**src/rtl/fbc_pkg.sv**
```systemverilog
package fbc_pkg;

  // Cipher geometry
  localparam int unsigned BlockW  = 32;
  localparam int unsigned HalfW   = 16;
  localparam int unsigned Rounds  = 4;
  localparam int unsigned RotAmt  = 3;
  localparam int unsigned CfgIdxW = 3;

  localparam logic [BlockW-1:0] IvReset = 32'h1234_5678;

  typedef logic [HalfW-1:0] half_t;
  typedef half_t [Rounds-1:0] key_set_t;

  // Configuration register indexes
  typedef enum logic [CfgIdxW-1:0] {
    REG_KEY0    = 3'd0,
    REG_KEY1    = 3'd1,
    REG_KEY2    = 3'd2,
    REG_KEY3    = 3'd3,
    REG_MODE    = 3'd4,
    REG_DECRYPT = 3'd5,
    REG_IV      = 3'd6
  } cfg_reg_e;

  // Round function: rotate left by RotAmt, then mix in the round key
  function automatic half_t round_fn(input half_t x, input half_t k);
    return {x[HalfW-1-RotAmt:0], x[HalfW-1:HalfW-RotAmt]} ^ k;
  endfunction

endpackage

```
**src/rtl/feistel_block_cipher_ecb_cbc_core.sv**
```systemverilog
// Channel  Handshake                      Payload
// in       in_valid_i / in_ready_o        data_block_i, first_block_i
// out      out_valid_o / out_ready_i      result_block_o
// cfg      cfg_we_i (no wait)             cfg_index_i, cfg_data_i
//
// One word per cycle sustained while the output is not stalled; an accepted word
// goes into the input register, then through four rounds of rotate/xor into the
// result register, from which it leaves. The CBC chain register closes its loop within
// stage one. Reset clears keys and modes and loads the initial vector into both
// the IV and chain registers. A stalled output holds the result register; the
// input takes one more word, then drops ready.
module feistel_block_cipher_ecb_cbc_core (
  input  logic                                clk_i,
  input  logic                                rst_ni,
  input  logic                                in_valid_i,
  output logic                                in_ready_o,
  input  logic [fbc_pkg::BlockW-1:0]          data_block_i,
  input  logic                                first_block_i,
  output logic                                out_valid_o,
  input  logic                                out_ready_i,
  output logic [fbc_pkg::BlockW-1:0]          result_block_o,
  input  logic                                cfg_we_i,
  input  logic [fbc_pkg::CfgIdxW-1:0]         cfg_index_i,
  input  logic [fbc_pkg::BlockW-1:0]          cfg_data_i
);

  fbc_pkg::key_set_t                key_q;
  logic                             mode_q;
  logic                             decrypt_q;
  logic [fbc_pkg::BlockW-1:0]       iv_q;
  logic [fbc_pkg::BlockW-1:0]       chain_q, chain_d;

  logic                             s1_valid_q;
  logic [fbc_pkg::BlockW-1:0]       s1_data_q;
  logic                             s1_first_q;

  logic                             out_valid_q;
  logic [fbc_pkg::BlockW-1:0]       out_data_q;

  logic                             s1_adv;
  logic                             in_fire;
  logic [fbc_pkg::BlockW-1:0]       chain_cur;
  logic [fbc_pkg::BlockW-1:0]       cipher_in;
  logic [fbc_pkg::BlockW-1:0]       cipher_out;
  logic [fbc_pkg::BlockW-1:0]       result;

  // Configuration writes
  always_ff @(posedge clk_i or negedge rst_ni) begin
    if (!rst_ni) begin
      key_q     <= '0;
      mode_q    <= 1'b0;
      decrypt_q <= 1'b0;
      iv_q      <= fbc_pkg::IvReset;
    end else if (cfg_we_i) begin
      unique case (cfg_index_i) inside
        fbc_pkg::REG_KEY0, fbc_pkg::REG_KEY1, fbc_pkg::REG_KEY2, fbc_pkg::REG_KEY3: begin
          key_q[cfg_index_i[1:0]] <= cfg_data_i[fbc_pkg::HalfW-1:0];
        end
        fbc_pkg::REG_MODE:    mode_q    <= cfg_data_i[0];
        fbc_pkg::REG_DECRYPT: decrypt_q <= cfg_data_i[0];
        fbc_pkg::REG_IV:      iv_q      <= cfg_data_i;
        default: ;
      endcase
    end
  end

  // Pipeline flow: stage one advances when the output slot is free or draining
  assign s1_adv     = !out_valid_q || out_ready_i;
  assign in_ready_o = !s1_valid_q || s1_adv;
  assign in_fire    = in_valid_i && in_ready_o;

  // Input register
  always_ff @(posedge clk_i or negedge rst_ni) begin
    if (!rst_ni) begin
      s1_valid_q <= 1'b0;
    end else if (in_ready_o) begin
      s1_valid_q <= in_valid_i;
    end
  end

  always_ff @(posedge clk_i) begin
    if (in_fire) begin
      s1_data_q  <= data_block_i;
      s1_first_q <= first_block_i;
    end
  end

  // Chaining value seen by this word: IV at a message start
  assign chain_cur = s1_first_q ? iv_q : chain_q;

  // Whiten the input before encryption in CBC
  assign cipher_in = (mode_q && !decrypt_q) ? (s1_data_q ^ chain_cur) : s1_data_q;

  fbc_rounds u_rounds (
    .keys_i    (key_q),
    .decrypt_i (decrypt_q),
    .block_i   (cipher_in),
    .block_o   (cipher_out)
  );

  // Unwhiten after decryption in CBC
  assign result = (mode_q && decrypt_q) ? (cipher_out ^ chain_cur) : cipher_out;

  // Next chaining value: ciphertext of this word in CBC, else the current chaining value
  always_comb begin
    chain_d = chain_cur;
    if (mode_q) begin
      chain_d = decrypt_q ? s1_data_q : result;
    end
  end

  always_ff @(posedge clk_i or negedge rst_ni) begin
    if (!rst_ni) begin
      chain_q <= fbc_pkg::IvReset;
    end else if (s1_valid_q && s1_adv) begin
      chain_q <= chain_d;
    end
  end

  // Result register
  always_ff @(posedge clk_i or negedge rst_ni) begin
    if (!rst_ni) begin
      out_valid_q <= 1'b0;
    end else if (s1_adv) begin
      out_valid_q <= s1_valid_q;
    end
  end

  always_ff @(posedge clk_i) begin
    if (s1_valid_q && s1_adv) begin
      out_data_q <= result;
    end
  end

  assign out_valid_o    = out_valid_q;
  assign result_block_o = out_data_q;

`ifndef SYNTH
  // A word leaving stage one lands in the result register
  a_s1_to_out: assert property (@(posedge clk_i) disable iff (!rst_ni)
    s1_valid_q && s1_adv |=> out_valid_q)
    else $error("stage one word lost");

  // Input only stalls when both stages are full and the output is blocked
  a_stall_full: assert property (@(posedge clk_i) disable iff (!rst_ni)
    !in_ready_o |-> s1_valid_q && out_valid_q && !out_ready_i)
    else $error("input stalled with room in the pipeline");

  // ECB leaves the chain alone except for an IV load
  a_ecb_chain: assert property (@(posedge clk_i) disable iff (!rst_ni)
    !mode_q && s1_valid_q && s1_adv && !s1_first_q |=> $stable(chain_q))
    else $error("chain changed in ECB mode");

  // A stalled stage one holds the chaining value
  a_chain_hold: assert property (@(posedge clk_i) disable iff (!rst_ni)
    !s1_valid_q || !s1_adv |=> $stable(chain_q))
    else $error("chain changed without a word moving");
`endif

endmodule

```
**src/rtl/fbc_rounds.sv**
```systemverilog
module fbc_rounds (
  input  fbc_pkg::key_set_t              keys_i,
  input  logic                           decrypt_i,
  input  logic [fbc_pkg::BlockW-1:0]     block_i,
  output logic [fbc_pkg::BlockW-1:0]     block_o
);

  fbc_pkg::half_t left  [fbc_pkg::Rounds+1];
  fbc_pkg::half_t right [fbc_pkg::Rounds+1];
  fbc_pkg::half_t rkey  [fbc_pkg::Rounds];

  // Pick round keys: forward order to encrypt, reversed to decrypt
  always_comb begin
    for (int r = 0; r < fbc_pkg::Rounds; r++) begin
      rkey[r] = decrypt_i ? keys_i[fbc_pkg::Rounds-1-r] : keys_i[r];
    end
  end

  // Run the Feistel rounds; low half enters as left
  always_comb begin
    left[0]  = block_i[fbc_pkg::HalfW-1:0];
    right[0] = block_i[fbc_pkg::BlockW-1:fbc_pkg::HalfW];
    for (int r = 0; r < fbc_pkg::Rounds; r++) begin
      left[r+1]  = right[r];
      right[r+1] = left[r] ^ fbc_pkg::round_fn(right[r], rkey[r]);
    end
  end

  // Swap halves on the way out
  assign block_o = {left[fbc_pkg::Rounds], right[fbc_pkg::Rounds]};

endmodule
```
**config.mk**
```make
export PLATFORM = sky130hd
export DESIGN_NAME = feistel_block_cipher_ecb_cbc_core
export DESIGN_NICKNAME = d
export VERILOG_FILES = /design/src/rtl/fbc_pkg.sv /design/src/rtl/feistel_block_cipher_ecb_cbc_core.sv /design/src/rtl/fbc_rounds.sv
export SDC_FILE = /design/constraint.sdc
export NUM_CORES = 1
export LEC_CHECK = 0
export BUFFER_PORTS_ARGS = -buffer_cell sky130_fd_sc_hd__buf_2
export CAP_MARGIN = 15
export CORE_MARGIN = 8
export CORE_UTILIZATION = 60
export DETAILED_ROUTE_END_ITERATION = 12
export GPL_ROUTABILITY_DRIVEN = 0
export PLACE_DENSITY_LB_ADDON = 0.08
export SLEW_MARGIN = 25
export SYNTH_ARGS = -nofsm -noshare
export SYNTH_HDL_FRONTEND = slang
export SYNTH_SLANG_ARGS = --single-unit
```
**constraint.sdc**
```tcl
create_clock -name clk_i -period 5.3 [get_ports clk_i]
set_input_delay 0 -clock clk_i [delete_from_list [all_inputs] [get_ports clk_i]]
set_output_delay 0 -clock clk_i [all_outputs]
set_load 0.05 [all_outputs]
```
Yosys cells after proc, flatten, opt, wreduce, memory -nomap -nowiden
Index checks and enable logic that the tools add are counted.
{"block": "totals", "register_bits": 197, "latch_bits": 0, "ram_bits": 0, "rom_bits": 0, "in_bits": 73, "output_inout_bits": 34, "word_cells": 59, "n_memories": 0}
{"block": "op_classes", "add_sub_neg": 0, "n_mul": 0, "div": 0, "magnitude_cmp": 2, "eq_ne": 6, "shifts": 0, "mux": 12, "n_bitwise": 10, "n_reduce_logical": 16}
{"cell": "2-to-1 mux 32 bit", "count": 5}
{"cell": "bitwise XOR 16 bit", "count": 8}
{"cell": "2-to-1 mux 16 bit", "count": 5}
{"cell": "bitwise mux 64 bit", "count": 1}
{"cell": "bitwise XOR 32 bit", "count": 2}
{"cell": "demux 16 bit (select 2 bit)", "count": 1}
{"cell": "== test 3 bit, second input constant", "count": 3}
{"cell": "AND reduction 2 bit", "count": 4}
{"cell": "== test 3 x 2 -> 1 bit, second input constant", "count": 2}
{"cell": "logical AND 1 bit", "count": 5}
{"cell": "OR reduction 4 bit", "count": 1}
{"cell": "== test 3 x 1 -> 1 bit, second input constant", "count": 1}
{"cell": "zero test 1 bit", "count": 3}
{"cell": "zero test 3 bit", "count": 1}
{"cell": "< comparator 2 x 3 -> 1 bit, second input constant", "count": 1}
{"cell": "greater-or-equal comparator 2 x 1 -> 1 bit, second input constant", "count": 1}
{"cell": "logical OR 1 bit", "count": 2}

Logic depth before layout (Yosys ltp)
Gate-level depths: netlist (run 1).
{"block": "depth", "depth_word": 15, "mapped_depth": 10, "mapped_depth_nobuf": 7}

By module
Synthesis (run 1) repeated with hierarchy kept, for this count alone.
{"block": "unflattened", "cells_unflattened": 835, "area_unflattened_um2": 11019.3}
{"mod": "feistel_block_cipher_ecb_cbc_core", "n_inst": 1, "cells_per_inst": 612, "area_per_inst_um2": 8693.3, "seq_area_each_um2": 5287.6}
{"mod": "fbc_rounds", "n_inst": 1, "cells_per_inst": 223, "area_per_inst_um2": 2326.0, "seq_area_each_um2": 0.0}

Least setup slack after synthesis (run 1)
No wires, ideal clock.
{"block": "synth_timing", "path_type": "register to register", "startpoint": "register out_valid_q (netlist: out_valid_o)", "endpoint": "register s1_data_q[0] (netlist name) (enable)", "setup_time_ns": 0.393, "t_arrival_ns": 2.012, "t_required_ns": 4.907, "setup_slack_ns": 2.895, "stages_incl_launch_ff": 3, "n_path_buf": 0, "period_less_slack_ns": 2.405, "path_cell_list": "dfrtp_1 > nand3b_1 > and2_1"}
{"block": "synth_via", "elab_chain_len": 4}
{"item": "from (decl)", "line": "feistel_block_cipher_ecb_cbc_core.sv:37", "source": "logic out_valid_q;"}
{"item": "from (signal assigned)", "line": "feistel_block_cipher_ecb_cbc_core.sv:125", "source": "out_valid_q <= s1_valid_q;"}
{"item": "zero test 1 bit", "line": "feistel_block_cipher_ecb_cbc_core.sv:68", "source": "assign s1_adv = !out_valid_q || out_ready_i;"}
{"item": "logical OR 1 bit", "line": "feistel_block_cipher_ecb_cbc_core.sv:68"}
{"item": "logical OR 1 bit", "line": "feistel_block_cipher_ecb_cbc_core.sv:69", "source": "assign in_ready_o = !s1_valid_q || s1_adv;"}
{"item": "net in_ready_o", "line": "feistel_block_cipher_ecb_cbc_core.sv:16", "source": "output logic in_ready_o,"}
{"item": "logical AND 1 bit", "line": "feistel_block_cipher_ecb_cbc_core.sv:70", "source": "assign in_fire = in_valid_i && in_ready_o;"}
{"item": "net in_fire", "line": "feistel_block_cipher_ecb_cbc_core.sv:41", "source": "logic in_fire;"}
{"item": "to (signal assigned)", "line": "feistel_block_cipher_ecb_cbc_core.sv:83", "source": "s1_data_q <= data_block_i;"}
{"item": "to (decl)", "line": "feistel_block_cipher_ecb_cbc_core.sv:34", "source": "logic [fbc_pkg::BlockW-1:0] s1_data_q;"}
The timed path passes the listed nets, and every way through them passes these cells.
A chain may end at the register's enable or synchronous reset.

Worst setup path in the final report (run 1)
{"block": "layout_timing", "startpoint": "register decrypt_q", "endpoint": "register out_data_q, in the netlist result_block_o[17] (data pin)"}
{"block": "layout_via", "elab_chain_len": 11, "word_cells_on_any_way": 15, "cone_classes": "mux (5); bitwise (7); reduce/logical (3)"}
{"item": "from (decl)", "line": "feistel_block_cipher_ecb_cbc_core.sv:29", "source": "logic decrypt_q;"}
{"item": "from (signal assigned)", "line": "feistel_block_cipher_ecb_cbc_core.sv:60", "source": "fbc_pkg::REG_DECRYPT: decrypt_q <= cfg_data_i[0];"}
{"item": "zero test 1 bit", "line": "feistel_block_cipher_ecb_cbc_core.sv:92", "source": "assign cipher_in = (mode_q && !decrypt_q) ? (s1_data_q ^ chain_cur) : s1_data_q;"}
{"item": "logical AND 1 bit", "line": "feistel_block_cipher_ecb_cbc_core.sv:92"}
{"item": "2-to-1 mux 32 bit", "line": "feistel_block_cipher_ecb_cbc_core.sv:92"}
{"item": "bitwise XOR 16 bit", "line": "fbc_pkg.sv:28", "source": "return {x[HalfW-1-RotAmt:0], x[HalfW-1:HalfW-RotAmt]} ^ k;"}
{"item": "bitwise XOR 16 bit", "line": "fbc_rounds.sv:25", "source": "right[r+1] = left[r] ^ fbc_pkg::round_fn(right[r], rkey[r]);"}
{"item": "bitwise XOR 16 bit", "line": "fbc_pkg.sv:28"}
{"item": "bitwise XOR 16 bit", "line": "fbc_rounds.sv:25"}
{"item": "bitwise XOR 16 bit", "line": "fbc_pkg.sv:28"}
{"item": "bitwise XOR 16 bit", "line": "fbc_rounds.sv:25"}
{"item": "bitwise XOR 32 bit", "line": "feistel_block_cipher_ecb_cbc_core.sv:102", "source": "assign result = (mode_q && decrypt_q) ? (cipher_out ^ chain_cur) : cipher_out;"}
{"item": "2-to-1 mux 32 bit *", "line": "feistel_block_cipher_ecb_cbc_core.sv:102"}
{"item": "net result, one bit", "line": "feistel_block_cipher_ecb_cbc_core.sv:45", "source": "logic [fbc_pkg::BlockW-1:0] result;"}
{"item": "to (signal assigned)", "line": "feistel_block_cipher_ecb_cbc_core.sv:131", "source": "out_data_q <= result;"}
{"item": "to (decl)", "line": "feistel_block_cipher_ecb_cbc_core.sv:38", "source": "logic [fbc_pkg::BlockW-1:0] out_data_q;"}
The timed path passes the listed nets; every way through them passes the cells marked *.

==> reports/results.ini, run 1 <==
[status]
status=completed

[timing]
rsz0062_at_grt=no
relSlewSlack_pct=33.3
final.min_clock_period_ps=3420
fin_crit_sh_pct=64.5
worstMarginPinSlew_ps=1000
setup_slack_ps=1880
slew_viol_final=0
finalSetupViolCount=0
fin_skew_ps=10.9
max_freq_ghz=0.292
finalHoldViolCount=0
fin_tns_setup_ps=0

[setup_path]
slowest_delay_ps=820
crit_fanout=53
cpMaxStageDelayCell=dfrtp_2
regToRegSetupSlack_ps=1880
crit_chain=buf_4 > mux2i_1 > xnor2_1 > xnor2_1 > xnor2_1 > xnor2_1 > xor2_1 > xnor2_1
reg2regPathDepth=8
crit_arrival_ps=3600
crit_cells=8
path_common_cell=xnor2_1
required_ps=5480
path_buf_inv=1
cp_top_family=XOR/XNOR gates
end_kind=register
worstSetupStartpointType=register
criticalPathCategory=reg -> reg

[die]
initial_core_util_pct=61.2
die_h_um=154
io_pins=107
core_sq_um=18700
num_rows=50
die_area_sq_um=23800
die_x_um=154

[logic_synthesis]
synth_edf_count=65
yosysWarningCount=0
yosys.area_share.simple_pct=7.17
synth_cell_type_count=41
synth_top_cell_by_area=dfrtp_1
synth_nets=1028
synth_compound_area_share_pct=7.32
synth_top_cells_by_area=dfrtp_1, edfxtp_1, xnor2_1, mux2_2, dfstp_2
synth_ff_type=dfrtp_1
synth-xor-area-share_pct=22.1
synth.mux.area_fraction_pct=14.8
synth_cells=955
synthAdderAreaFrac_pct=0
avgSynthCellArea_sq_um=12.0
synth-seq-area-share_pct=46.2
yosys_register_bits=197
synth_top_area_share_pct=23.2
synth_top_family_by_area=XOR/XNOR gates
synth_area_sq_um=11500
synthArstFlopShare_pct=67.0

[clock_network]
cts_buffer_depth=2
path_clk_slew_ps=70
cts_tree=yes
cts_setup_buffers=0
clock_latency_ps=440
cts_htree_levels=4
cts_sinks=197
root_buffer=clkbuf_16
numCtsBuffers=17

[drt]
drc=0
post_drt_wl_per_cell_um=20.8
drtPass1Iterations=5
drtIter0Drc=542
vias=7688
avgViaCountPerCell=5.66
antenna_left=0
drt-total-wl_mm=28.3

[placed_design]
dp_slack_ps=1940
port_buffers=106
dp_hpwl_mm=19.1
dp_cells=1256

[global_route]
grt_pass1_wl_mm=44.9
grt_pass1_vias=7807
antenna_found_initial=0
gr-total-overflow=0
grt_max_degree=64
grt_use_total_pct=24.5

[pwr]
leakagePower_nw=5.32
p_per_area_nw_per_um2=605
ir_drop_mv=0.277

[layout]
fin_util_pct=71.9
regArea_sq_um=5290
syn_to_final_growth_pct=17.4
nNetsFinal=1185
layout.cells.non_filler=1359
drive_gt1_share_pct=30.8
multi_input_area_sq_um=5920
nFillCells=1329
diodes=0

[flow_run]
max_cap_viol_count=0

[worst_hold_path]
hold_path_class=in -> reg
min_path_cells=3

==> report_power, final <==
part	switching (W)	internal [W]
clock network	0.000583	0.000770
logic	0.00241	0.00175
registers	0.000381	0.00224
total	0.00337	0.00476
==> layout by cell type (no fill, tap or decap), types with 4 or more instances in the layout <==
master / instances
xnor2_1: 137
dfrtp_1: 105
buf_2: 105
mux2_2: 98
nor2_1: 81
o21ai_0: 75
dlygate4sd3_1: 71
edfxtp_1: 65
nand2_1: 62
xor2_1: 58
mux2i_1: 34
xnor2_2: 34
a21oi_1: 28
dfstp_2: 26
clkbuf_16: 21
o211ai_1: 16
nor2_4: 11
buf_4: 11
xnor2_4: 9
o31a_1: 9
mux2i_2: 8
mux2i_4: 6
a211o_1: 6
a2bb2oi_1: 6
nand2b_1: 5
clkbuf_1: 4
inv_6: 4
==> worst paths after layout <==
check | from | to
min in group asynchronous | rst_ni | iv_q[30]
max in group asynchronous | rst_ni | decrypt_q
worst max register to register | decrypt_q | result_block_o[17]
worst min-delay path | cfg_index_i[0] | decrypt_q
worst min register to register | chain_q[14] | chain_q[14]
worst max-delay path | decrypt_q | result_block_o[17]
==> per-layer routing <==
layer,GRT usage (%),routed length [um]
met1,35.4,13200
met5,0,0
met2,36.6,12700
met4,5.88,339
met3,5.72,2080
==> cells in the mapped netlist (3+ instances only) <==
library cell	instances
a211o_1	6
a21oi_1	28
a2bb2oi_1	6
buf_6	8
clkbuf_1	36
dfrtp_1	106
dfstp_2	26
edfxtp_1	65
inv_1	3
mux2_2	98
mux2i_1	34
mux2i_2	8
mux2i_4	6
nand2_1	63
nand2b_1	5
nand3_1	3
nand4b_1	3
nor2_1	81
nor2_4	11
o211ai_1	16
o21ai_0	75
o31a_1	9
xnor2_1	137
xnor2_2	34
xnor2_4	9
xor2_1	58
==> kinds of logic (layout without fill, tap and decap cells) <==
family | count (synthesis) | count (layout)
AND/OR/NAND/NOR | 178 | 178
XOR/XNOR | 239 | 239
flip-flops | 197 | 197
multiplexers | 146 | 146
AO/OA/AOI/OAI | 143 | 143
buffers and inverters | 52 | 222
==> worst reg2reg max path, cell delays in order, from the launching register on <==
cell and delay, ps:
dfrtp_2 820, buf_4 620, mux2i_1 340, xnor2_1 190, xnor2_1 120, xnor2_1 330, xnor2_1 240, xor2_1 390
xnor2_1 110
==> layout make-up <==
cell class              count  share of cell area [%]
clock buffers              25                    4.02
repair buffers            187                    9.81
inverters                   3                  0.0837
multi-input cells         706                    44.0
flip-flops and latches    197                    39.3
well taps                 234                    2.18
clock inverters             7                   0.586
==> flip-flops by register name, indices dropped and copies added (netlist names) <==
| register | count |
|---|---|
| s1_valid_q | 1 |
| s1_first_q | 1 |
| out_valid_o | 1 |
| iv_q | 32 |
| s1_data_q | 32 |
| chain_q | 32 |
| decrypt_q | 1 |
| result_block_o | 32 |
| mode_q | 1 |
| key_q | 64 |
==> timing repair <==
| action | CTS | global route |
|---|---|---|
| hold buffers | 71 | 0 |
| hold endpoints to repair | 178 | 0 |
| endpoints found under the setup margin | 0 | 0 |
| gates resized for setup | 0 | 0 |
==> metrics by stage <==
stage	total power (W)	hold slack (ps)	instance area [sq um]
3_3_place_gp	0.00665	83.3	12100
4_1_cts	0.00813	7.37	13400
6_report	0.00814	13.2	13400
3_5_place_dp	0.00671	87.2	12100
5_1_grt	0.00855	28.9	13400
2_1_floorplan	0.00582	-296	11500
Note: power is estimated with default switching activity, not from simulation.
==> run 2: changes to the inputs <==
--- a/config.mk
+++ b/config.mk
@@ -5,10 +5,11 @@
 export SDC_FILE = /design/constraint.sdc
 export NUM_CORES = 1
 export LEC_CHECK = 0
+export ABC_AREA = 1
 export BUFFER_PORTS_ARGS = -buffer_cell sky130_fd_sc_hd__buf_2
 export CAP_MARGIN = 15
 export CORE_MARGIN = 8
-export CORE_UTILIZATION = 60
+export CORE_UTILIZATION = 55
 export DETAILED_ROUTE_END_ITERATION = 12
 export GPL_ROUTABILITY_DRIVEN = 0
 export PLACE_DENSITY_LB_ADDON = 0.08
==> constraint.sdc (replaced) <==
create_clock -name clk_i -period 2.78 [get_ports clk_i]
set_input_delay 0 -clock clk_i [delete_from_list [all_inputs] [get_ports clk_i]]
set_output_delay 0 -clock clk_i [all_outputs]
set_load 0.05 [all_outputs]
==> reports/results.ini, run 2 <==
[pwr]
ir_drop_mv=0.415  ; was 0.277 mV
power_frac_clock_pct=18.8  ; was 16.6%
pwr-share-comb_pct=48.1  ; was 51.2%
pwr-share-seq_pct=33.1  ; was 32.2%
power_switching_w=0.00595  ; was 0.00337 W
p_per_area_nw_per_um2=933  ; was 605 nW/um^2
leakagePower_nw=7.26  ; was 5.32 nW
p_int_w=0.00755  ; was 0.00476 W
p_sw_share_pct=44.1  ; was 41.5%

[logic_synthesis]
synth_area_sq_um=12000  ; was 11,500 sq um
synth_edf_count=65  ; unchanged
synth_cell_type_count=30  ; was 41
synth_top_cell_by_area=dfrtp_1  ; unchanged
synth_commonest_cells=nand2_1, inv_1, nand3_1, o21ai_0, dfrtp_1  ; was xnor2_1, dfrtp_1, mux2_2, nor2_1, o21ai_0
synth_ff_type=dfrtp_1  ; unchanged
synth.most_common_cell=nand2_1  ; was xnor2_1
synth_cells=1681  ; was 955
synthArstFlopShare_pct=67.0  ; unchanged
avgSynthCellArea_sq_um=7.17  ; was 12.0 sq um
synth-seq-area-share_pct=43.9  ; was 46.2%
synth_top_area_share_pct=22.0  ; was 23.2%
yosysWarningCount=0  ; unchanged
synth_top_cells_by_area=dfrtp_1, nand2_1, edfxtp_1, nand3_1, inv_1  ; was dfrtp_1, edfxtp_1, xnor2_1, mux2_2, dfstp_2
yosys_register_bits=197  ; unchanged
synth_nets=1754  ; was 1,028

[timing]
fin_crit_sh_pct=94.7  ; was 64.5%
relSlewSlack_pct=32.5  ; was 33.3%
fin_tns_setup_ps=0  ; unchanged
worstMarginPinSlew_ps=1010  ; was 1000 ps
final.min_clock_period_ps=2630  ; was 3420 ps
slew_viol_final=0  ; unchanged
max_freq_ghz=0.380  ; was 0.292 GHz
rsz0062_at_grt=no  ; unchanged
fin_skew_ps=11.7  ; was 10.9 ps
finalHoldViolCount=0  ; unchanged
setup_slack_ps=148  ; was 1880 ps
finalSetupViolCount=0  ; unchanged

[die]
initial_core_util_pct=55.5  ; was 61.2%
die_h_um=164  ; was 154 um
io_pins=107  ; unchanged
core_sq_um=21700  ; was 18,700 sq um
die_area_sq_um=26900  ; was 23,800 sq um
die_x_um=164  ; was 154 um
num_rows=54  ; was 50

[layout]
top_register=key_q  ; unchanged
multi_input_area_sq_um=5630  ; was 5920 sq um
final_common_cell=nand2_1  ; was xnor2_1
diodes=0  ; unchanged
largest_register_ffs=64  ; unchanged
drive_gt1_share_pct=14.6  ; was 30.8%
nNetsFinal=1938  ; was 1,185
layout.cells.non_filler=2158  ; was 1,359
fin_util_pct=66.7  ; was 71.9%
final_cell_mix=nand2_1, inv_1, nand3_1, o21ai_0  ; was xnor2_1, dfrtp_1, buf_2, mux2_2, nor2_1
nFillCells=1889  ; was 1,329
regArea_sq_um=5290  ; about the same
syn_to_final_growth_pct=20.0  ; was 17.4%

[setup_path]
crit_arrival_ps=3000  ; was 3600 ps
crit_fanout=46  ; was 53
end_kind=register  ; unchanged
worstSetupStartpointType=register  ; unchanged
required_ps=3150  ; was 5480 ps
criticalPathCategory=reg -> reg  ; unchanged
regToRegSetupSlack_ps=150  ; was 1880 ps

[global_route]
grt_pass1_vias=10400  ; was 7,807
gr-total-overflow=0  ; unchanged
grt_use_total_pct=25.7  ; was 24.5%
antenna_found_initial=0  ; unchanged
grt_max_degree=71  ; was 64
grt_pass1_wl_mm=53.9  ; was 44.9 mm

[drt]
avgViaCountPerCell=5.36  ; was 5.66
post_drt_wl_per_cell_um=15.9  ; was 20.8 um
drc=0  ; unchanged
drtPass1Iterations=5  ; unchanged
drtIter0Drc=1096  ; was 542
drt-total-wl_mm=34.3  ; was 28.3 mm
vias=11600  ; was 7,688
antenna_left=0  ; unchanged

[clock_network]
cts_tree=yes  ; unchanged
clock_latency_ps=440  ; about the same
cts_sinks=197  ; unchanged
cts_htree_levels=4  ; unchanged
cts_buffer_depth=2  ; unchanged
numCtsBuffers=17  ; unchanged
path_clk_slew_ps=70  ; about the same
root_buffer=clkbuf_16  ; unchanged

[placed_design]
dp_hpwl_mm=24.1  ; was 19.1 mm
dp_cells=2047  ; was 1,256
port_buffers=106  ; unchanged
dp_slack_ps=97.7  ; was 1940 ps

[flow_run]
max_cap_viol_count=0  ; unchanged

[worst_hold_path]
hold_path_class=in -> async  ; was in -> reg

[status]
status=completed  ; unchanged

==> run 2: worst max-delay path, stage by stage (launching register included) <==
cell and delay (ps):
dfrtp_4 540, buf_4 160, buf_12 160, nand2_1 100, clkinv_1 390, nand2_1 220
xor2_1 320, inv_1 70, nand2_1 70, nand2_1 90, inv_1 70, nand2_1 50
nand2_1 120, nand2_1 70, a21oi_1 120
==> run 2: repair_timing <==
action | in CTS | in global routing
endpoints found under the hold margin | 196 | 0
gates resized for setup | 0 | 9
setup endpoints to repair | 0 | 16
hold buffers | 74 | 0
buffers inserted | 0 | 4
==> run 2: layer usage <==
metal	wire length [um]	part of all wire, %	GRT usage, %	vias to the layer above
met5	0	0	0	-
met4	445	1.3	5.74	0
met3	3180	9.3	4.19	35
met2	14700	43	38.1	430
met1	16000	47	38.7	5342
li1	-	-	-	5758
==> run 2: through the flow <==
step                      power (W)  cell area, sq um  hold WS [ps]
final                        0.0135             14500           106
after global routing         0.0144             14500           193
after CTS                    0.0134             14400           151
after detailed placement     0.0108             13100          49.0
after global placement       0.0106             13100          49.6
after floorplan             0.00907             12000          -296
==> run 2: cells by family after synthesis <==
family          after synthesis  share of synthesized area, %
xor+xnor                     35                          2.54
flops                       197                          43.9
buf+inv                     286                          9.51
compound gates              220                          10.4
mux                          16                          1.50
simple gates                927                          32.1
==> run 2: cell type report <==
cell class                      instances  share of cell area (%)
Multi-Input combinational cell       1198                    38.9
Clock buffer                           22                    3.36
Tap cell                              280                    2.42
Clock inverter                         10                   0.753
Sequential cell                       197                    36.6
Timing Repair Buffer                  228                    12.2
Inverter                              223                    5.79
==> run 2: power groups by stage <==
stage / logic, W / clock network, W / registers (W)
final: 0.00649 / 0.00254 / 0.00447
after global routing: 0.00720 / 0.00269 / 0.00456
after CTS: 0.00636 / 0.00258 / 0.00447
after detailed placement: 0.00625 / 0 / 0.00452
after global placement: 0.00612 / 0 / 0.00450
after floorplan: 0.00387 / 0 / 0.00520
==> run 2: final timing paths <==
check,end,startpoint,cells after the start
worst min register to register,key_q[9],key_q[9],2
worst min-delay path,iv_q[30],rst_ni,2
min in group clk_i,s1_data_q[9],data_block_i[9],2
max in group asynchronous,iv_q[14],rst_ni,3
worst max-delay path,chain_q[4],decrypt_q,14
worst max register to register,chain_q[4],decrypt_q,14
